===== config.mk =====
export PLATFORM = sky130hd
export DESIGN_NAME = uart_tx_rx_frame_engine_flat
export DESIGN_NICKNAME = d
export VERILOG_FILES = /design/src/hdl/utrfe_pkg.sv /design/src/hdl/utrfe_ifs.sv /design/src/hdl/utrfe_fifo.sv /design/src/hdl/utrfe_rx.sv /design/src/hdl/utrfe_tx.sv /design/src/hdl/uart_tx_rx_frame_engine.sv /design/src/flat_wrapper.sv
export VERILOG_INCLUDE_DIRS = /design/src /design/src/hdl
export SDC_FILE = /design/constraint.sdc
export NUM_CORES = 1
export LEC_CHECK = 0
export ABC_AREA = 1
export CORE_MARGIN = 1.5
export CORE_UTILIZATION = 45
export CTS_CLUSTER_DIAMETER = 80
export CTS_CLUSTER_SIZE = 25
export DETAILED_ROUTE_END_ITERATION = 8
export DONT_BUFFER_PORTS = 1
export GPL_TIMING_DRIVEN = 0
export PLACE_DENSITY = 0.69
export SYNTH_ARGS = -nofsm -noshare
export SYNTH_HDL_FRONTEND = slang
export SYNTH_SLANG_ARGS = --single-unit

===== constraint.sdc =====
create_clock -name i_clk -period 4.4 [get_ports i_clk]
set_input_delay 0.66 -clock i_clk [delete_from_list [all_inputs] [get_ports i_clk]]
set_output_delay 0.66 -clock i_clk [all_outputs]
set_load 0.02 [all_outputs]

===== src/hdl/uart_tx_rx_frame_engine_defines.svh =====
// uart_tx_rx_frame_engine_defines.svh: assertion macros shared by the frame engine rtl
// depends on nothing; included inside module bodies that carry assertions
`ifndef UART_TX_RX_FRAME_ENGINE_DEFINES_SVH
`define UART_TX_RX_FRAME_ENGINE_DEFINES_SVH

// same-cycle implication, reset masks the check
`define UTRFE_ASSERT_IMP(lbl, clk, rst_n, ante, cons, msg) \
    lbl: assert property (@(posedge clk) disable iff (!rst_n) (ante) |-> (cons)) \
        else $error(msg);

// next-cycle implication, reset masks the check
`define UTRFE_ASSERT_NXT(lbl, clk, rst_n, ante, cons, msg) \
    lbl: assert property (@(posedge clk) disable iff (!rst_n) (ante) |=> (cons)) \
        else $error(msg);

`endif


===== src/hdl/utrfe_pkg.sv =====
// utrfe_pkg: widths, codes and shared structs of the uart frame engine
// no dependencies; imported by every rtl file of the block
package utrfe_pkg;

    localparam int FIFO_DEPTH_DEF = 16;

    localparam int OP_W    = 2;
    localparam int DATA_W  = 8;
    localparam int CNT_W   = 4;
    localparam int CIDX_W  = 2;
    localparam int CDATA_W = 4;

    // item operation codes
    localparam logic [OP_W-1:0] OP_TICK  = 2'd0;
    localparam logic [OP_W-1:0] OP_WRITE = 2'd1;
    localparam logic [OP_W-1:0] OP_READ  = 2'd2;

    // configuration register indexes
    localparam logic [CIDX_W-1:0] CFG_DATA_BITS   = 2'd0;
    localparam logic [CIDX_W-1:0] CFG_PARITY_BITS = 2'd1;
    localparam logic [CIDX_W-1:0] CFG_STOP_BITS   = 2'd2;
    localparam logic [CIDX_W-1:0] CFG_PARITY_FLIP = 2'd3;

    // frame format with out-of-range values already clamped
    typedef struct packed {
        logic [CNT_W-1:0] data_n;      // 1..8
        logic             parity_en;
        logic [1:0]       stop_n;      // 1..2
        logic             parity_flip;
    } t_cfg;

    typedef struct packed {
        logic empty;
        logic full;
    } t_fifo_stat;

    // receiver events of one tick plus busy after the tick
    typedef struct packed {
        logic push;
        logic parity_error;
        logic framing_error;
        logic overflow;
        logic busy;
    } t_rx_ev;

    // transmitter line and busy after the item
    typedef struct packed {
        logic line;
        logic busy;
    } t_tx_stat;

    typedef struct packed {
        logic              tx_level;
        logic              rd_valid;
        logic [DATA_W-1:0] rd_data;
        logic              write_dropped;
        logic              rx_byte_done;
        logic              parity_error;
        logic              framing_error;
        logic              rx_overflow;
        logic              tx_busy;
        logic              rx_busy;
    } t_result;

endpackage


===== src/hdl/utrfe_ifs.sv =====
// utrfe_ifs: valid/ready channel interfaces for input items, results and config writes
// depends on utrfe_pkg
interface utrfe_in_if;
    import utrfe_pkg::*;
    logic              valid;
    logic              ready;
    logic [OP_W-1:0]   op;
    logic              rx_level;
    logic [DATA_W-1:0] wdata;
    modport source (output valid, op, rx_level, wdata, input ready);
    modport sink (input valid, op, rx_level, wdata, output ready);
endinterface

interface utrfe_out_if;
    import utrfe_pkg::*;
    logic              valid;
    logic              ready;
    logic              tx_level;
    logic              rd_valid;
    logic [DATA_W-1:0] rd_data;
    logic              write_dropped;
    logic              rx_byte_done;
    logic              parity_error;
    logic              framing_error;
    logic              rx_overflow;
    logic              tx_busy;
    logic              rx_busy;
    modport source (output valid, tx_level, rd_valid, rd_data, write_dropped, rx_byte_done,
                    parity_error, framing_error, rx_overflow, tx_busy, rx_busy,
                    input ready);
    modport sink (input valid, tx_level, rd_valid, rd_data, write_dropped, rx_byte_done,
                  parity_error, framing_error, rx_overflow, tx_busy, rx_busy,
                  output ready);
endinterface

interface utrfe_cfg_if;
    import utrfe_pkg::*;
    logic               valid;
    logic               ready;
    logic [CIDX_W-1:0]  index;
    logic [CDATA_W-1:0] data;
    modport source (output valid, index, data, input ready);
    modport sink (input valid, index, data, output ready);
endinterface


===== src/hdl/utrfe_fifo.sv =====
// utrfe_fifo: ring fifo in a synchronous ram with a registered head word
// depends on utrfe_pkg and uart_tx_rx_frame_engine_defines.svh
module utrfe_fifo #(
    parameter int DEPTH = utrfe_pkg::FIFO_DEPTH_DEF
) (
    input  logic                        i_clk,
    input  logic                        i_rst_n,
    input  logic                        i_push,
    input  logic [utrfe_pkg::DATA_W-1:0] i_wdata,
    input  logic                        i_pop,
    output logic [utrfe_pkg::DATA_W-1:0] o_head,
    output utrfe_pkg::t_fifo_stat       o_stat
);
    import utrfe_pkg::*;
    `include "uart_tx_rx_frame_engine_defines.svh"

    localparam int AW = $clog2(DEPTH);

    logic [DATA_W-1:0] r_mem [DEPTH];
    logic [DATA_W-1:0] r_head;
    logic [AW-1:0]     r_wr, r_rd, n_wr, n_rd;
    logic              w_empty, w_full, w_wr_en, w_rd_en;

    function automatic logic [AW-1:0] f_inc(input logic [AW-1:0] p);
        return (p == AW'(DEPTH - 1)) ? '0 : p + 1'b1;
    endfunction

    // one slot stays free so full and empty differ
    assign w_empty = (r_wr == r_rd);
    assign w_full  = (f_inc(r_wr) == r_rd);
    assign w_wr_en = i_push && !w_full;
    assign w_rd_en = i_pop && !w_empty;
    assign n_wr    = w_wr_en ? f_inc(r_wr) : r_wr;
    assign n_rd    = w_rd_en ? f_inc(r_rd) : r_rd;

    always_ff @(posedge i_clk) begin
        if (!i_rst_n) begin
            r_wr <= '0;
            r_rd <= '0;
        end else begin
            r_wr <= n_wr;
            r_rd <= n_rd;
        end
    end

    // ram write port, and read of the next head with bypass of a same-slot write
    always_ff @(posedge i_clk) begin
        if (w_wr_en) begin
            r_mem[r_wr] <= i_wdata;
        end
        r_head <= (w_wr_en && (r_wr == n_rd)) ? i_wdata : r_mem[n_rd];
    end

    assign o_head       = r_head;
    assign o_stat.empty = w_empty;
    assign o_stat.full  = w_full;

    `UTRFE_ASSERT_NXT(a_pop_clears_full, i_clk, i_rst_n, w_rd_en, !w_full, "fifo full after a pop")
    `UTRFE_ASSERT_NXT(a_push_fills, i_clk, i_rst_n, w_wr_en && !i_pop, !w_empty, "fifo empty after push")
    `UTRFE_ASSERT_NXT(a_head_bypass, i_clk, i_rst_n, w_wr_en && w_empty, r_head == $past(i_wdata), "head word missed bypass")
endmodule


===== src/hdl/utrfe_rx.sv =====
// utrfe_rx: receive frame sequencer, start, data, parity and stop bits on each tick
// depends on utrfe_pkg
module utrfe_rx (
    input  logic                         i_clk,
    input  logic                         i_rst_n,
    input  logic                         i_tick,
    input  logic                         i_level,
    input  utrfe_pkg::t_cfg              i_cfg,
    input  logic                         i_fifo_full,
    output utrfe_pkg::t_rx_ev            o_ev,
    output logic [utrfe_pkg::DATA_W-1:0] o_byte
);
    import utrfe_pkg::*;

    typedef enum logic [1:0] {S_IDLE, S_DATA, S_PAR, S_STOP} t_rx_state;

    t_rx_state         r_state, n_state;
    logic [CNT_W-1:0]  r_cnt, n_cnt, w_cnt_inc;
    logic [DATA_W-1:0] r_shift, n_shift;
    logic              r_acc, n_acc;
    t_rx_ev            w_ev;

    assign w_cnt_inc = r_cnt + 1'b1;

    // frame step for the sampled level
    always_comb begin
        n_state = r_state;
        n_cnt   = r_cnt;
        n_shift = r_shift;
        n_acc   = r_acc;
        w_ev    = '0;
        if (i_tick) begin
            case (r_state)
                S_DATA: begin
                    n_shift = r_shift | (DATA_W'(i_level) << r_cnt[2:0]);
                    n_acc   = r_acc ^ i_level;
                    n_cnt   = w_cnt_inc;
                    if (w_cnt_inc >= i_cfg.data_n) begin
                        n_state = i_cfg.parity_en ? S_PAR : S_STOP;
                        n_cnt   = '0;
                    end
                end
                S_PAR: begin
                    if (i_level != (r_acc ^ i_cfg.parity_flip)) begin
                        w_ev.parity_error = 1'b1;
                        n_state           = S_IDLE;
                    end else begin
                        n_state = S_STOP;
                        n_cnt   = '0;
                    end
                end
                S_STOP: begin
                    n_cnt = w_cnt_inc;
                    if (!i_level) begin
                        w_ev.framing_error = 1'b1;
                        n_state            = S_IDLE;
                    end else if (w_cnt_inc >= CNT_W'(i_cfg.stop_n)) begin
                        if (i_fifo_full) begin
                            w_ev.overflow = 1'b1;
                        end else begin
                            w_ev.push = 1'b1;
                        end
                        n_state = S_IDLE;
                    end
                end
                S_IDLE: begin
                    // low level while idle is a start bit
                    if (!i_level) begin
                        n_state = S_DATA;
                        n_cnt   = '0;
                        n_shift = '0;
                        n_acc   = 1'b0;
                    end
                end
                default: begin
                    n_state = S_IDLE;
                end
            endcase
        end
        w_ev.busy = (n_state != S_IDLE);
    end

    always_ff @(posedge i_clk) begin
        if (!i_rst_n) begin
            r_state <= S_IDLE;
            r_cnt   <= '0;
            r_shift <= '0;
            r_acc   <= 1'b0;
        end else begin
            r_state <= n_state;
            r_cnt   <= n_cnt;
            r_shift <= n_shift;
            r_acc   <= n_acc;
        end
    end

    assign o_ev   = w_ev;
    assign o_byte = r_shift;
endmodule


===== src/hdl/utrfe_tx.sv =====
// utrfe_tx: transmit frame sequencer, drives the line one bit per tick
// depends on utrfe_pkg
module utrfe_tx (
    input  logic                         i_clk,
    input  logic                         i_rst_n,
    input  logic                         i_tick,
    input  logic                         i_load,
    input  logic [utrfe_pkg::DATA_W-1:0] i_wdata,
    input  utrfe_pkg::t_cfg              i_cfg,
    input  logic [utrfe_pkg::DATA_W-1:0] i_head,
    input  utrfe_pkg::t_fifo_stat        i_fifo,
    output logic                         o_pop,
    output logic                         o_busy,
    output utrfe_pkg::t_tx_stat          o_stat
);
    import utrfe_pkg::*;

    typedef enum logic [1:0] {S_IDLE, S_DATA, S_PAR, S_STOP} t_tx_state;

    t_tx_state         r_state, n_state;
    logic [CNT_W-1:0]  r_cnt, n_cnt, w_cnt_inc;
    logic [DATA_W-1:0] r_shift, n_shift;
    logic              r_acc, n_acc, r_line, n_line, w_pop, w_next;

    assign w_cnt_inc = r_cnt + 1'b1;

    // frame step; w_next asks for the next queued byte or idle
    always_comb begin
        n_state = r_state;
        n_cnt   = r_cnt;
        n_shift = r_shift;
        n_acc   = r_acc;
        n_line  = r_line;
        w_next  = 1'b0;
        w_pop   = 1'b0;
        if (i_load) begin
            // idle transmitter sends the written byte's start bit at once
            n_state = S_DATA;
            n_shift = i_wdata;
            n_cnt   = '0;
            n_acc   = 1'b0;
            n_line  = 1'b0;
        end else if (i_tick) begin
            case (r_state)
                S_DATA: begin
                    n_shift = r_shift >> 1;
                    n_acc   = r_acc ^ r_shift[0];
                    n_line  = r_shift[0];
                    n_cnt   = w_cnt_inc;
                    if (w_cnt_inc >= i_cfg.data_n) begin
                        n_state = i_cfg.parity_en ? S_PAR : S_STOP;
                        n_cnt   = '0;
                    end
                end
                S_PAR: begin
                    n_line  = r_acc ^ i_cfg.parity_flip;
                    n_state = S_STOP;
                    n_cnt   = '0;
                end
                S_STOP: begin
                    if (r_cnt >= CNT_W'(i_cfg.stop_n)) begin
                        w_next = 1'b1;
                    end else begin
                        n_line = 1'b1;
                        n_cnt  = w_cnt_inc;
                    end
                end
                S_IDLE: begin
                    w_next = 1'b1;
                end
                default: begin
                    w_next = 1'b1;
                end
            endcase
            if (w_next) begin
                if (i_fifo.empty) begin
                    n_state = S_IDLE;
                    n_line  = 1'b1;
                end else begin
                    w_pop   = 1'b1;
                    n_state = S_DATA;
                    n_shift = i_head;
                    n_cnt   = '0;
                    n_acc   = 1'b0;
                    n_line  = 1'b0;
                end
            end
        end
    end

    always_ff @(posedge i_clk) begin
        if (!i_rst_n) begin
            r_state <= S_IDLE;
            r_cnt   <= '0;
            r_shift <= '0;
            r_acc   <= 1'b0;
            r_line  <= 1'b1;
        end else begin
            r_state <= n_state;
            r_cnt   <= n_cnt;
            r_shift <= n_shift;
            r_acc   <= n_acc;
            r_line  <= n_line;
        end
    end

    assign o_pop       = w_pop;
    assign o_busy      = (r_state != S_IDLE);
    assign o_stat.line = n_line;
    assign o_stat.busy = (n_state != S_IDLE);
endmodule


===== src/hdl/uart_tx_rx_frame_engine.sv =====
// uart_tx_rx_frame_engine: top level, config registers, item decode and result register
// depends on utrfe_pkg, utrfe_ifs, utrfe_fifo, utrfe_rx, utrfe_tx and the defines header
//
//   port    | dir | contents
//   i_in    | in  | op, rx_level, wdata (tick, byte write, byte read)
//   o_out   | out | line levels, read byte, drop and error flags, busy flags
//   i_cfg   | in  | register index and write data, always ready
//
// one item per cycle; each item finishes in the cycle it is accepted and its
// result sits in one output register; the next item is taken when that register
// is empty or its result leaves in the same cycle.
// the fifo rams register the next head word in advance, with bypass of a write
// to the same slot. reset is synchronous and clears pointers, sequencers and the
// result valid; the fifo rams are not cleared. a stalled result blocks only input.
module uart_tx_rx_frame_engine #(
    parameter int FIFO_DEPTH = utrfe_pkg::FIFO_DEPTH_DEF
) (
    input  logic                 i_clk,
    input  logic                 i_rst_n,
    utrfe_in_if.sink             i_in,
    utrfe_out_if.source          o_out,
    utrfe_cfg_if.sink            i_cfg
);
    import utrfe_pkg::*;
    `include "uart_tx_rx_frame_engine_defines.svh"

    logic [CNT_W-1:0]  r_data_bits;
    logic              r_parity_bits;
    logic [1:0]        r_stop_bits;
    logic              r_parity_flip;
    t_cfg              w_cfg;

    logic              w_acc, w_tick, w_wr, w_rd;
    logic              w_tx_busy, w_tx_load, w_tx_push, w_tx_pop;
    logic [DATA_W-1:0] w_tx_head, w_rx_head, w_rx_byte;
    t_fifo_stat        w_tx_fs, w_rx_fs;
    t_rx_ev            w_rx_ev;
    t_tx_stat          w_tx_st;
    t_result           w_res, r_out;
    logic              r_out_vld;

    // configuration writes
    assign i_cfg.ready = 1'b1;
    always_ff @(posedge i_clk) begin
        if (!i_rst_n) begin
            r_data_bits   <= CNT_W'(8);
            r_parity_bits <= 1'b0;
            r_stop_bits   <= 2'd1;
            r_parity_flip <= 1'b0;
        end else if (i_cfg.valid) begin
            case (i_cfg.index)
                CFG_DATA_BITS:   r_data_bits   <= i_cfg.data;
                CFG_PARITY_BITS: r_parity_bits <= i_cfg.data[0];
                CFG_STOP_BITS:   r_stop_bits   <= i_cfg.data[1:0];
                CFG_PARITY_FLIP: r_parity_flip <= i_cfg.data[0];
                default: ;
            endcase
        end
    end

    // clamp out-of-range formats
    always_comb begin
        w_cfg.data_n      = (r_data_bits == '0) ? CNT_W'(1)
                          : ((r_data_bits > CNT_W'(8)) ? CNT_W'(8) : r_data_bits);
        w_cfg.parity_en   = r_parity_bits;
        w_cfg.stop_n      = (r_stop_bits == 2'd0) ? 2'd1
                          : ((r_stop_bits == 2'd3) ? 2'd2 : r_stop_bits);
        w_cfg.parity_flip = r_parity_flip;
    end

    // item decode
    assign i_in.ready = !r_out_vld || o_out.ready;
    assign w_acc      = i_in.valid && i_in.ready;
    assign w_tick     = w_acc && (i_in.op == OP_TICK);
    assign w_wr       = w_acc && (i_in.op == OP_WRITE);
    assign w_rd       = w_acc && (i_in.op == OP_READ);
    assign w_tx_load  = w_wr && !w_tx_busy;
    assign w_tx_push  = w_wr && w_tx_busy;

    utrfe_fifo #(.DEPTH(FIFO_DEPTH)) u_tx_fifo (
        .i_clk   (i_clk),
        .i_rst_n (i_rst_n),
        .i_push  (w_tx_push),
        .i_wdata (i_in.wdata),
        .i_pop   (w_tx_pop),
        .o_head  (w_tx_head),
        .o_stat  (w_tx_fs)
    );

    utrfe_fifo #(.DEPTH(FIFO_DEPTH)) u_rx_fifo (
        .i_clk   (i_clk),
        .i_rst_n (i_rst_n),
        .i_push  (w_rx_ev.push),
        .i_wdata (w_rx_byte),
        .i_pop   (w_rd),
        .o_head  (w_rx_head),
        .o_stat  (w_rx_fs)
    );

    utrfe_rx u_rx (
        .i_clk       (i_clk),
        .i_rst_n     (i_rst_n),
        .i_tick      (w_tick),
        .i_level     (i_in.rx_level),
        .i_cfg       (w_cfg),
        .i_fifo_full (w_rx_fs.full),
        .o_ev        (w_rx_ev),
        .o_byte      (w_rx_byte)
    );

    utrfe_tx u_tx (
        .i_clk   (i_clk),
        .i_rst_n (i_rst_n),
        .i_tick  (w_tick),
        .i_load  (w_tx_load),
        .i_wdata (i_in.wdata),
        .i_cfg   (w_cfg),
        .i_head  (w_tx_head),
        .i_fifo  (w_tx_fs),
        .o_pop   (w_tx_pop),
        .o_busy  (w_tx_busy),
        .o_stat  (w_tx_st)
    );

    // result of the accepted item
    always_comb begin
        w_res               = '0;
        w_res.tx_level      = w_tx_st.line;
        w_res.rd_valid      = w_rd && !w_rx_fs.empty;
        w_res.rd_data       = (w_rd && !w_rx_fs.empty) ? w_rx_head : '0;
        w_res.write_dropped = w_tx_push && w_tx_fs.full;
        w_res.rx_byte_done  = w_rx_ev.push;
        w_res.parity_error  = w_rx_ev.parity_error;
        w_res.framing_error = w_rx_ev.framing_error;
        w_res.rx_overflow   = w_rx_ev.overflow;
        w_res.tx_busy       = w_tx_st.busy;
        w_res.rx_busy       = w_rx_ev.busy;
    end

    // output register
    always_ff @(posedge i_clk) begin
        if (!i_rst_n) begin
            r_out_vld <= 1'b0;
        end else if (w_acc) begin
            r_out_vld <= 1'b1;
        end else if (o_out.ready) begin
            r_out_vld <= 1'b0;
        end
    end

    always_ff @(posedge i_clk) begin
        if (w_acc) begin
            r_out <= w_res;
        end
    end

    assign o_out.valid         = r_out_vld;
    assign o_out.tx_level      = r_out.tx_level;
    assign o_out.rd_valid      = r_out.rd_valid;
    assign o_out.rd_data       = r_out.rd_data;
    assign o_out.write_dropped = r_out.write_dropped;
    assign o_out.rx_byte_done  = r_out.rx_byte_done;
    assign o_out.parity_error  = r_out.parity_error;
    assign o_out.framing_error = r_out.framing_error;
    assign o_out.rx_overflow   = r_out.rx_overflow;
    assign o_out.tx_busy       = r_out.tx_busy;
    assign o_out.rx_busy       = r_out.rx_busy;

    `UTRFE_ASSERT_NXT(a_load_sends_start, i_clk, i_rst_n, w_tx_load, o_out.tx_busy && !o_out.tx_level, "idle write did not send start bit")
    `UTRFE_ASSERT_NXT(a_rx_flags_on_tick, i_clk, i_rst_n, w_acc && !w_tick, !o_out.rx_byte_done && !o_out.parity_error && !o_out.framing_error, "receive flag without tick")
    `UTRFE_ASSERT_NXT(a_empty_read_zero, i_clk, i_rst_n, w_rd && w_rx_fs.empty, !o_out.rd_valid && (o_out.rd_data == '0), "empty read returned data")
endmodule


===== src/flat_wrapper.sv =====
// flat-port wrapper written by rule: the top's interface ports become plain ports
module uart_tx_rx_frame_engine_flat import utrfe_pkg::*;
#(
    parameter int FIFO_DEPTH = utrfe_pkg::FIFO_DEPTH_DEF
)
  (i_clk, i_rst_n, i_in_valid, i_in_op, i_in_rx_level, i_in_wdata, i_in_ready, o_out_valid, o_out_tx_level, o_out_rd_valid, o_out_rd_data, o_out_write_dropped, o_out_rx_byte_done, o_out_parity_error, o_out_framing_error, o_out_rx_overflow, o_out_tx_busy, o_out_rx_busy, o_out_ready, i_cfg_valid, i_cfg_index, i_cfg_data, i_cfg_ready);
  utrfe_in_if i_in_i ();
  utrfe_out_if o_out_i ();
  utrfe_cfg_if i_cfg_i ();
  input  logic i_clk;
  input  logic i_rst_n;
  input wire logic [$bits(i_in_i.valid)-1:0] i_in_valid;
  input wire logic [$bits(i_in_i.op)-1:0] i_in_op;
  input wire logic [$bits(i_in_i.rx_level)-1:0] i_in_rx_level;
  input wire logic [$bits(i_in_i.wdata)-1:0] i_in_wdata;
  output wire logic [$bits(i_in_i.ready)-1:0] i_in_ready;
  output wire logic [$bits(o_out_i.valid)-1:0] o_out_valid;
  output wire logic [$bits(o_out_i.tx_level)-1:0] o_out_tx_level;
  output wire logic [$bits(o_out_i.rd_valid)-1:0] o_out_rd_valid;
  output wire logic [$bits(o_out_i.rd_data)-1:0] o_out_rd_data;
  output wire logic [$bits(o_out_i.write_dropped)-1:0] o_out_write_dropped;
  output wire logic [$bits(o_out_i.rx_byte_done)-1:0] o_out_rx_byte_done;
  output wire logic [$bits(o_out_i.parity_error)-1:0] o_out_parity_error;
  output wire logic [$bits(o_out_i.framing_error)-1:0] o_out_framing_error;
  output wire logic [$bits(o_out_i.rx_overflow)-1:0] o_out_rx_overflow;
  output wire logic [$bits(o_out_i.tx_busy)-1:0] o_out_tx_busy;
  output wire logic [$bits(o_out_i.rx_busy)-1:0] o_out_rx_busy;
  input wire logic [$bits(o_out_i.ready)-1:0] o_out_ready;
  input wire logic [$bits(i_cfg_i.valid)-1:0] i_cfg_valid;
  input wire logic [$bits(i_cfg_i.index)-1:0] i_cfg_index;
  input wire logic [$bits(i_cfg_i.data)-1:0] i_cfg_data;
  output wire logic [$bits(i_cfg_i.ready)-1:0] i_cfg_ready;
  assign i_in_i.valid = i_in_valid;
  assign i_in_i.op = i_in_op;
  assign i_in_i.rx_level = i_in_rx_level;
  assign i_in_i.wdata = i_in_wdata;
  assign i_in_ready = i_in_i.ready;
  assign o_out_valid = o_out_i.valid;
  assign o_out_tx_level = o_out_i.tx_level;
  assign o_out_rd_valid = o_out_i.rd_valid;
  assign o_out_rd_data = o_out_i.rd_data;
  assign o_out_write_dropped = o_out_i.write_dropped;
  assign o_out_rx_byte_done = o_out_i.rx_byte_done;
  assign o_out_parity_error = o_out_i.parity_error;
  assign o_out_framing_error = o_out_i.framing_error;
  assign o_out_rx_overflow = o_out_i.rx_overflow;
  assign o_out_tx_busy = o_out_i.tx_busy;
  assign o_out_rx_busy = o_out_i.rx_busy;
  assign o_out_i.ready = o_out_ready;
  assign i_cfg_i.valid = i_cfg_valid;
  assign i_cfg_i.index = i_cfg_index;
  assign i_cfg_i.data = i_cfg_data;
  assign i_cfg_ready = i_cfg_i.ready;
  uart_tx_rx_frame_engine #(.FIFO_DEPTH(FIFO_DEPTH)) u_core (.i_clk(i_clk), .i_rst_n(i_rst_n), .i_in(i_in_i), .o_out(o_out_i), .i_cfg(i_cfg_i));
endmodule

* Word level (Yosys, flattened, before mapping)
Memories as Yosys holds them, arrays and structs flattened. A register that Yosys moved wholly into a read port is not among the register bits.
Index checks and enable logic that the tools add are counted.
** Storage, ports and cells
- Register bits :: 73
- Latch bits :: 0
- Memory bits (writable) :: 256
- Memory bits (read-only) :: 0
- Input bits :: 22
- Memories :: 2
** Operators by class
- Add/subtract/negate cells :: 6
- $mul :: 0
- Div/mod/pow operators :: 0
- Magnitude comparators :: 5
- Equal/unequal tests :: 23
- Shift operators :: 1
- Mux-type cells :: 77
- Bitwise operators :: 6
- Reductions and logical operators :: 40
** Memories
- u_core.u_rx_fifo.r_mem :: words 16, bits a word 8, read ports 1, clocked after memory_dff 1, wr ports 1, RTL line utrfe_fifo.sv:19 : logic [DATA_W-1:0] r_mem [DEPTH];
- u_core.u_tx_fifo.r_mem :: words 16, bits a word 8, read ports 1, clocked after memory_dff 1, wr ports 1, RTL line utrfe_fifo.sv:19
** Operators with widths (count)
- two-way mux 4 bit :: 16
- two-way mux 8 bit :: 6
- two-way mux 1 bit :: 34
- two-way mux 2 bit :: 13
- adder 4 x 1 -> 4 bit (second input constant) :: 6
- equality test 2 bit (second input constant) :: 8
- equality test 4 bit :: 4
- equality test 4 bit (second input constant) :: 4
- one-hot mux 4 bit (4 select lines) :: 1
- one-hot mux 8 bit (2 select lines) :: 1
- one-hot mux 4 bit (3 select lines) :: 1
- AND reduction 2 bit :: 6
- nonzero test 2 bit :: 6
- logical AND 1 bit :: 11
- zero test 2 bit :: 5
- equality test 2 x 1 -> 1 bit (second input constant) :: 4
- greater-or-equal comparator 4 x 2 -> 1 bit :: 2
- greater-or-equal comparator 4 bit :: 2
- bitwise OR 8 bit :: 1
- one-hot mux 2 bit (4 select lines) :: 1
- left shift 1 x 3 -> 8 bit :: 1
- zero test 1 bit :: 6
- AND reduction 3 bit :: 2
- greater-than comparator 4 bit (second input constant) :: 1
- other kinds (11) :: 16

* Longest topological paths before layout
Gate-level depths: netlist (run 1).
- Word-level depth :: 13
- Gate-level depth with buffers :: 15

* By module
A second synthesis (run 1) with hierarchy kept.
** Unflattened totals
- Cell total of the unflattened synthesis :: 1474
- Area, all modules :: 15124.5 um2
** Modules (own cells, without submodules)
- utrfe_fifo (u_core.u_tx_fifo) :: instances 1, cells an instance 503, area an instance 5856.9 um2, seq. area each 4083.9 um2
- utrfe_fifo (u_core.u_rx_fifo) :: instances 1, cells an instance 470, area an instance 5749.3 um2, seq. area each 4083.9 um2
- utrfe_tx :: instances 1, cells an instance 251, area an instance 1452.6 um2, seq. area each 320.3 um2
- uart_tx_rx_frame_engine :: instances 1, cells an instance 112, area an instance 1084.8 um2, seq. area each 670.6 um2
- utrfe_rx :: instances 1, cells an instance 138, area an instance 980.9 um2, seq. area each 300.3 um2

* Worst setup path before layout (run 1)
Ideal clock, no wire load.
- Path kind :: input port to flip-flop
- From :: input o_out_ready
- To :: memory u_core.u_tx_fifo.r_mem[7][0] (enable)
- Arrival :: 2.369 ns
- Data required time :: 4.017 ns
- Path slack :: 1.648 ns
- Stages :: 8
- Path buffers :: 0
- Path through :: inv_2 nand2_4 nand2_4 inv_1 nand2_1 nor2_1 nand2_4 nor3_1
** On the way
- Longest elaborated chain between the ends :: 7
** RTL lines
- from (decl) :: RTL line flat_wrapper.sv:28 : input wire logic [$bits(o_out_i.ready)-1:0] o_out_ready;
- logical OR 1 bit :: RTL line uart_tx_rx_frame_engine.sv:72 : assign i_in.ready = !r_out_vld || o_out.ready;
- via i_in_ready :: RTL line flat_wrapper.sv:16 : output wire logic [$bits(i_in_i.ready)-1:0] i_in_ready;
- logical AND 1 bit :: RTL line uart_tx_rx_frame_engine.sv:73 : assign w_acc = i_in.valid && i_in.ready;
- via u_core.w_acc :: RTL line uart_tx_rx_frame_engine.sv:33 : logic w_acc, w_tick, w_wr, w_rd;
- logical AND 1 bit :: RTL line uart_tx_rx_frame_engine.sv:75 : assign w_wr = w_acc && (i_in.op == OP_WRITE);
- logical AND 1 bit :: RTL line uart_tx_rx_frame_engine.sv:78 : assign w_tx_push = w_wr && w_tx_busy;
- logical AND 1 bit :: RTL line utrfe_fifo.sv:31 : assign w_wr_en = i_push && !w_full;
- two-way mux 1 bit :: RTL line utrfe_fifo.sv:48 : if (w_wr_en) begin
- two-way mux 1 bit (not written as such) :: RTL line utrfe_fifo.sv:49 : r_mem[r_wr] <= i_wdata;
- to (decl) :: RTL line utrfe_fifo.sv:19
The timed path passes the listed nets, and every way through them passes these cells.

* Worst setup path in the final report (run 1)
- From :: register u_core.r_out_vld, in the netlist u_core.o_out.valid
- To :: memory u_core.u_tx_fifo.r_mem[11][4] (enable)
** On the way
- Longest elaborated chain between the ends :: 8
** RTL lines
- from (decl) :: RTL line uart_tx_rx_frame_engine.sv:40 : logic r_out_vld;
- from (signal assigned) :: RTL line uart_tx_rx_frame_engine.sv:143 : r_out_vld <= 1'b0;
- from (signal assigned) :: RTL line uart_tx_rx_frame_engine.sv:145 : r_out_vld <= 1'b1;
- from (signal assigned) :: RTL line uart_tx_rx_frame_engine.sv:147 : r_out_vld <= 1'b0;
- zero test 1 bit :: RTL line uart_tx_rx_frame_engine.sv:72
- logical OR 1 bit :: RTL line uart_tx_rx_frame_engine.sv:72
- via i_in_ready :: RTL line flat_wrapper.sv:16
- logical AND 1 bit :: RTL line uart_tx_rx_frame_engine.sv:73
- via u_core.w_acc :: RTL line uart_tx_rx_frame_engine.sv:33
- logical AND 1 bit :: RTL line uart_tx_rx_frame_engine.sv:75
- logical AND 1 bit :: RTL line uart_tx_rx_frame_engine.sv:78
- logical AND 1 bit :: RTL line utrfe_fifo.sv:31
- two-way mux 1 bit :: RTL line utrfe_fifo.sv:48
- two-way mux 1 bit (not written as such) :: RTL line utrfe_fifo.sv:49
The timed path passes the listed nets, and every way through them passes these cells.

==> summary.txt, run 1 <==
========================================================================================
Result of the run                                                           finished, final reports clean
CP max stage delay                                                               1010 ps
Critical Path Stages                                                                   7
Quantity of hold-fixing buffers added after cts                                        0
Setup repair after global routing missed its margin                                   no
Core outline area                                                              32400 µm²
Post-synth EDFFs                                                                     273
Via count of the first global-routing pass                                          9951
Dpl cells                                                                           1893
Worst path bufs/invs                                                                   1
Crit-path cells                                                             nand2_4 -> nand2_4 -> inv_1 -> nand2_1 -> nor2_1 -> nand2_4 -> nor3_1
Type of origin of the critical path                                                 flop
GP Congestion                                                                      0.927
Total CTS buffers                                                                     18
Max-slew violation total from the final report                                         0
Share of layout cells above drive strength 1                                      0.0539
Depth of the most critical reg-to-reg path                                             7
Overall routing resource usage                                                     0.201
Crit Reg-Reg Startpoint                                                     u_core.o_out.valid
Post-Synthesis Net Count                                                            1501
Count of instances resized after the clock tree is built                               0
Wirelength, routed                                                              33700 µm
Share of the synthesized netlist area taken by xor and xnor gates                 0.0142
Critical path data required time                                                 4530 ps
Primary flip-flop cell chosen by synthesis mapping                          sky130_fd_sc_hd__edfxtp_1
Crit Path Class                                                               reg -> reg
Number of nets in the layout                                                        1521
Layout Area Growth over Synthesis                                                  7.75%
Register clock-pin slew on the reported worst setup and hold paths                100 ps
Final critical-path required period                                              3400 ps
Via count of the routed design                                                     10301
Y dimension of the die                                                            184 µm
Aggregate global routing overflow                                                      0
Number of setup violations in the final report                                         0
Post-synth top area share                                                          0.555
Static Leakage                                                                   5.80 nW
H-tree depth                                                                           1
List of most frequent post-synthesis cells                                  sky130_fd_sc_hd__edfxtp_1 (273), sky130_fd_sc_hd__nand2_1 (235), sky130_fd_sc_hd__nor2_1 (220)
Maximum fanout along the worst path                                                   19
Maximum buffer depth of the clock tree                                                 3
Cell types occupying the most area after synthesis                          sky130_fd_sc_hd__edfxtp_1 (56%), sky130_fd_sc_hd__dfxtp_1 (8.5%), sky130_fd_sc_hd__nand2_1 (6.0%)
Tightest Hold Check Type                                                       in -> reg
Share of the clock period used by the worst path after layout                      0.773
Nature of the critical path endpoint                                                flop
Global-route wire length before repair                                          52800 µm
Hold Vio Cnt, Final                                                                    0
Per-cell routed wire length                                                      17.5 µm
Clock latency reported for the late side of the worst-skew pair                   530 ps
Buffer cell driving the clock tree root                                     sky130_fd_sc_hd__clkbuf_16
Post-CTS setup buffer count                                                            0
Synthesized-area fraction occupied by and/or/nand/nor cells                        0.172
Crit path top cell by count                                                 sky130_fd_sc_hd__nand2_4
Transition time at the pin with the least slew margin                            1310 ps
Critical path arrival                                                            3530 ps
Clock tree from TritonCTS                                                           done
Total half-perimeter wirelength after legalization and detailed placement       23300 µm
Cell count of the worst hold path                                                      0
Number of I/O port buffers                                                             0
Dominant combinational cell family by area after synthesis                  simple AND/OR/NAND/NOR gates
Synthesis warning total                                                                0
CP delay by family, top                                                     simple AND/OR/NAND/NOR gates
Final non-filler cell total                                                         1925
Post-detailed-route DRC marker count                                                   0
Avg Synthesized Cell Area                                                       10.2 µm²
Startpoint of the most critical setup path                                  u_core.o_out.valid
Initial DRC Count                                                                    777
DIE AREA                                                                       33900 µm²
Post-synthesis cell type count                                                        40
Pin count of the biggest net entering global routing                                  27
Mapped Cells                                                                        1451
Pwr Density                                                                   350 nW/µm²
Sink Count                                                                           336
Max-slew headroom                                                                  0.117
Final Skew                                                                       20.8 ps
Num rows                                                                              66
Maximum clock rate                                                               294 MHz
Worst hold start                                                            i_in_wdata[4]
Initial antenna violation count                                                        0
Detail Route Antenna Nets                                                              0
Setup tns final                                                                     0 ps
Detailed-route vias per instance                                                    5.35
Starting density of the core                                                       0.456
Router iterations before antenna repair                                                5
Width of the die                                                                  184 µm
Number of max-cap violations                                                           0
Post-synthesis cell type with the largest combined area                     sky130_fd_sc_hd__edfxtp_1
ANT cells                                                                              0
Synth Area in Adders                                                              0.0237
Multiplexer share of the synthesized area                                              0
Number of top-level pins                                                              42
Worst-path cell with the longest stage delay                                sky130_fd_sc_hd__nor3_1
Cell with the most instances after synthesis                                sky130_fd_sc_hd__edfxtp_1
Synth Area in Compound Gates                                                      0.0959
Post-synthesis async set-or-reset flop share                                           0
Worst vdd ir                                                                    0.296 mV
#FFs+latches synth                                                                   336
Synth Cell Area                                                                14800 µm²
Portion of the post-synthesis area used by sequential elements                     0.641
========================================================================================
[report_power, final]
group	switching, mW	leakage, nW	internal [mW]
Clock	1.01	0.291	0.910
Combinational	0.129	2.57	0.0547
Sequential	0.0273	2.94	3.43
[worst reg2reg max path, cell delays in order, from the launching register on]
cell,delay (ps)
sky130_fd_sc_hd__dfxtp_1,400
sky130_fd_sc_hd__nand2_4,170
sky130_fd_sc_hd__nand2_4,80
sky130_fd_sc_hd__inv_1,740
sky130_fd_sc_hd__nand2_1,160
sky130_fd_sc_hd__nor2_1,330
sky130_fd_sc_hd__nand2_4,130
sky130_fd_sc_hd__nor3_1,1010
[placed cells by master (no fill, tap or decap), drive strengths merged]
master / n
a211oi: 9
a21oi: 73
a22oi: 1
a31oi: 3
buf: 30
bufinv: 2
clkbuf: 60
clkinv: 4
conb: 1
dfxtp: 63
edfxtp: 273
ha: 28
inv: 132
nand2: 251
nand3: 112
nand3b: 2
nand4: 5
nor2: 223
nor3: 11
o211ai: 26
o21a: 1
o21ai: 143
o21bai: 1
o22ai: 4
or2: 1
xnor2: 8
xor2: 16
[sequential cells by signal, indices dropped and copies added (netlist names), 8 cells and up, named ones only]
name	flops
u_core.u_rx.o_byte	8
u_core.o_out.rd_data	8
u_core.u_tx_fifo.r_mem	128
u_core.u_rx_fifo.r_mem	128
u_core.u_tx.r_shift	8
[routing by layer]
metal	vias up	routed length, µm	GRT usage
met4	0	950	0.0711
li1	4971	-	-
met3	64	2340	0.0334
met2	354	16400	0.345
met5	-	0	0
met1	4912	14000	0.258
[area by class of cell]
type	count	area [µm²]
fillers	2973	16500
flip-flops and latches	336	9460
multi-input cells	919	4520
well taps	442	553
inverters	132	504
clock buffers	26	502
plain buffers	64	279
clock inverters	6	88.8
[final timing paths]
path                                                 endpoint  slack (ps)
worst max-delay path            u_core.u_tx_fifo.r_mem[11][4]        1000
worst min-delay path            u_core.u_tx_fifo.r_mem[10][4]         230
worst max register to register  u_core.u_tx_fifo.r_mem[11][4]        1000
worst min register to register          u_core.r_data_bits[1]         490
[cells by family after synthesis]
group / count (synthesis)
AO/OA/AOI/OAI: 261
buffers and inverters: 196
other: 1
XOR/XNOR: 24
AND/OR/NAND/NOR: 605
adder cells (fa/ha/maj): 28
flip-flops: 336
[metrics by stage]
step	area, µm²	power (mW)	setup slack (ps)	util	hold slack, ps
global route	15900	5.73	733	0.491	203
finish	15900	5.56	1000	0.491	233
floorplan	14800	3.66	1650	-	437
global placement	15300	3.71	813	0.473	468
detailed placement	15300	3.71	712	0.473	485
CTS	15900	5.60	936	0.491	208
No activity file was read; power rests on OpenSTA's default activity.
==> run 2: changes to the inputs <==
--- a/config.mk
+++ b/config.mk
@@ -14,7 +14,7 @@
 export DETAILED_ROUTE_END_ITERATION = 8
 export DONT_BUFFER_PORTS = 1
 export GPL_TIMING_DRIVEN = 0
-export PLACE_DENSITY = 0.69
+export PLACE_DENSITY = 0.71
 export SYNTH_ARGS = -nofsm -noshare
 export SYNTH_HDL_FRONTEND = slang
 export SYNTH_SLANG_ARGS = --single-unit
==> constraint.sdc (replaced) <==
create_clock -name i_clk -period 2.75 [get_ports i_clk]
set_input_delay 0.4125 -clock i_clk [delete_from_list [all_inputs] [get_ports i_clk]]
set_output_delay 0.4125 -clock i_clk [all_outputs]
set_load 0.02 [all_outputs]
==> run 2 against run 1 <==
Against the previous run:
- design area grew 1.1%
- critical path depth grew 3
- maximum frequency up 31%
- sequential power increased by 60%
- clock skew decreased by 2.7 ps
- combinational power is 86% higher
- non-clock buffer count increased by 11
- wire length increased by 0.41%
- largest cell class unchanged
- via count is 0.76% higher
- register-to-register slack got worse by 840 ps
- critical path type unchanged
- first-iteration DRC count increased by 21%
==> summary.txt, run 2 (synthesis gave the netlist of run 1 again) <==
========================================================================================
Max-slew headroom                                                                  0.449   was 0.117
Fraction of power consumed by combinational cells                                  0.039   was 0.033
Global-route wire length before repair                                          52800 µm   about the same
Result of the run                                                           finished, final reports clean   unchanged
Via count of the first global-routing pass                                          9954   was 9951
Sink Count                                                                           336   unchanged
Final Skew                                                                       18.1 ps   was 20.8 ps
Initial antenna violation count                                                        2   was 0
Maximum fanout along the worst path                                                    8   was 19
Buffer cell driving the clock tree root                                     sky130_fd_sc_hd__clkbuf_16   unchanged
Worst hold start                                                                 i_rst_n   was i_in_wdata[4]
Dpl cells                                                                           1893   unchanged
Worst-path cell with the longest stage delay                                sky130_fd_sc_hd__dfxtp_1   was sky130_fd_sc_hd__nor3_1
Depth of the most critical reg-to-reg path                                            10   was 7
PnR Total Power                                                                  8.83 mW   was 5.56 mW
Crit Path Class                                                               reg -> reg   unchanged
Reg-to-reg critical path endpoint                                           u_core.u_rx_fifo.r_mem[7][3]   was u_core.u_tx_fifo.r_mem[11][4]
Switching power                                                                  1.92 mW   was 1.17 mW
Y dimension of the die                                                            184 µm   unchanged
Critical path data required time                                                 2900 ps   was 4530 ps
Hold Vio Cnt, Final                                                                    0   unchanged
Clock network power share                                                          0.335   was 0.345
Detail Route Antenna Nets                                                              0   unchanged
Transition time at the pin with the least slew margin                             823 ps   was 1310 ps
Maximum clock rate                                                               386 MHz   was 294 MHz
Top flop regs                                                               u_core.u_rx_fifo.r_mem (128), u_core.u_tx_fifo.r_mem (128)   unchanged
Share of layout cells above drive strength 1                                      0.0756   was 0.0539
CP max stage delay                                                                460 ps   was 1010 ps
Width of the die                                                                  184 µm   unchanged
Crit Reg-Reg Startpoint                                                     u_core.u_rx.r_cnt[0]   was u_core.o_out.valid
Tightest Hold Check Type                                                       in -> reg   unchanged
Register clock-pin slew on the reported worst setup and hold paths                 90 ps   was 100 ps
Worst path bufs/invs                                                                   1   unchanged
Aggregate global routing overflow                                                      0   unchanged
Clock latency reported for the late side of the worst-skew pair                   520 ps   was 530 ps
End point of the worst hold path                                            u_core.r_parity_bits   was u_core.u_tx_fifo.r_mem[10][4]
CP delay by family, top                                                     simple AND/OR/NAND/NOR gates   unchanged
Fraction of power spent switching nets                                             0.217   was 0.210
H-tree depth                                                                           1   unchanged
Worst vdd ir                                                                    0.546 mV   was 0.296 mV
Total half-perimeter wirelength after legalization and detailed placement       23300 µm   about the same
Post-detailed-route DRC marker count                                                   0   unchanged
Nature of the critical path endpoint                                                flop   unchanged
GP Congestion                                                                      0.895   was 0.927
Share of the clock period used by the worst path after layout                      0.943   was 0.773
Detailed-route vias per instance                                                    5.35   about the same
Pin count of the biggest net entering global routing                                  27   unchanged
Core outline area                                                              32400 µm²   unchanged
Maximum buffer depth of the clock tree                                                 3   unchanged
Num rows                                                                              66   unchanged
Commonest cells after routing, fill and taps aside                          sky130_fd_sc_hd__edfxtp_1 (273), sky130_fd_sc_hd__nand2_1 (235), sky130_fd_sc_hd__nor2_1 (193)   was sky130_fd_sc_hd__edfxtp_1 (273), sky130_fd_sc_hd__nand2_1 (235), sky130_fd_sc_hd__nor2_1 (220)
Starting density of the core                                                       0.456   unchanged
Per-cell routed wire length                                                      17.5 µm   about the same
Final critical-path required period                                              2590 ps   was 3400 ps
Layout Area Growth over Synthesis                                                  8.93%   was 7.75%
Number of setup violations in the final report                                         0   unchanged
Pwr Density                                                                   550 nW/µm²   was 350 nW/µm²
Internal                                                                         6.91 mW   was 4.40 mW
Sequential share of power                                                          0.626   was 0.622
Static Leakage                                                                   5.81 nW   was 5.80 nW
Critical path arrival                                                            2750 ps   was 3530 ps
Number of max-cap violations                                                           0   unchanged
Via count of the routed design                                                     10379   was 10301
Number of top-level pins                                                              42   unchanged
Max-slew violation total from the final report                                         0   unchanged
Setup repair after global routing missed its margin                                  yes   was no
Final non-filler cell total                                                         1939   was 1925
Slack of the worst reg-to-reg path                                                160 ps   was 1000 ps
Most frequent standard cell in the layout excluding fill and tap cells      sky130_fd_sc_hd__edfxtp_1   unchanged
Type of origin of the critical path                                                 flop   unchanged
Router iterations before antenna repair                                                5   unchanged
Crit-path cells                                                             ha_1 -> ha_1 -> o21ai_0 -> nand3b_1 -> nor2_1 -> nor2_2 -> nand2_4 -> inv_6 -> nand2_2 -> nor2_2   was nand2_4 -> nand2_4 -> inv_1 -> nand2_1 -> nor2_1 -> nand2_4 -> nor3_1
Total CTS buffers                                                                     18   unchanged
Clock tree from TritonCTS                                                           done   unchanged
Cell count of the worst hold path                                                      2   was 0
Overall routing resource usage                                                     0.201   about the same
Wirelength, routed                                                              33800 µm   was 33700 µm
DIE AREA                                                                       33900 µm²   unchanged
Number of nets in the layout                                                        1532   was 1521
Initial DRC Count                                                                    940   was 777
Number of I/O port buffers                                                             0   unchanged
========================================================================================
[run 2: cell types whose count changed in the layout (fill, tap and decap cells not counted), moves of 3 or more]
cell | previous run | this run
sky130_fd_sc_hd__dlygate4sd3_1 | 0 | 8
sky130_fd_sc_hd__nor2_1 | 220 | 193
sky130_fd_sc_hd__nor2_4 | 1 | 4
sky130_fd_sc_hd__buf_4 | 4 | 7
sky130_fd_sc_hd__nor2_2 | 2 | 26
sky130_fd_sc_hd__diode_2 | 0 | 3
sky130_fd_sc_hd__nor3_1 | 10 | 7
sky130_fd_sc_hd__nor3_2 | 0 | 3
[run 2: power groups by stage]
stage	combinational (mW)	sequential, mW	clock (mW)
global route	0.387	5.54	3.16
detailed placement	0.289	5.65	0
floorplan	0.218	5.64	0
CTS	0.335	5.53	2.99
global placement	0.282	5.65	0
finish	0.342	5.53	2.96
[run 2: through the flow]
| stage | TNS, ps | instance area, µm² | worst slack, ps | hold slack, ps | util |
|---|---|---|---|---|---|
| detailed placement | -57430 | 15300 | -591 | 473 | 0.473 |
| floorplan | 0 | 14800 | 245 | 437 | - |
| CTS | -6740 | 16000 | -146 | 5.10 | 0.494 |
| global placement | -48730 | 15300 | -580 | 466 | 0.473 |
| global route | -1.64 | 16100 | -1.64 | 12.9 | 0.497 |
| finish | 0 | 16100 | 158 | 31.1 | 0.497 |
[run 2: timing repair]
| action | CTS | global route |
|---|---|---|
| endpoints found under the setup margin | 192 | 176 |
| hold buffers | 8 | 0 |
| endpoints found under the hold margin | 128 | 0 |
| gates resized for setup | 17 | 17 |
| setup buffers | 0 | 3 |
[run 2: per-layer routing]
metal | up-vias | part of all wire | GRT usage | routed length, µm
li1 | 5007 | - | - | -
met1 | 4950 | 0.42 | 0.254 | 14200
met2 | 353 | 0.48 | 0.349 | 16300
met4 | 0 | 0.030 | 0.0728 | 1010
met5 | - | 0 | 0 | 0
met3 | 69 | 0.067 | 0.0336 | 2260
[run 2: final cells by class]
| type | count | area (µm²) |
|---|---|---|
| diodes | 3 | 7.51 |
| multi-input cells | 919 | 4610 |
| plain buffers | 64 | 279 |
| clock inverters | 5 | 47.5 |
| well taps | 442 | 553 |
| inverters | 132 | 508 |
| clock buffers | 27 | 505 |
| flip-flops and latches | 336 | 9460 |
| repair buffers | 11 | 103 |
| fillers | 2928 | 16300 |
[run 2: how the worst max path moves through the flow]
stage / to / slack (ps) / start / depth (start not counted)
after floorplan: u_core.u_tx_fifo.r_mem[7][0] / 250 / o_out_ready / 8
after global placement: u_core.u_tx_fifo.r_mem[7][0] / -580 / u_core.o_out.valid / 7
after detailed placement: u_core.u_tx_fifo.r_mem[7][0] / -590 / o_out_ready / 8
after CTS: u_core.u_tx_fifo.r_mem[8][4] / -150 / u_core.o_out.valid / 9
after global routing: u_core.u_rx_fifo.r_mem[14][4] / -2 / u_core.o_out.valid / 9
final: u_core.u_rx_fifo.r_mem[7][3] / 160 / u_core.u_rx.r_cnt[0] / 10
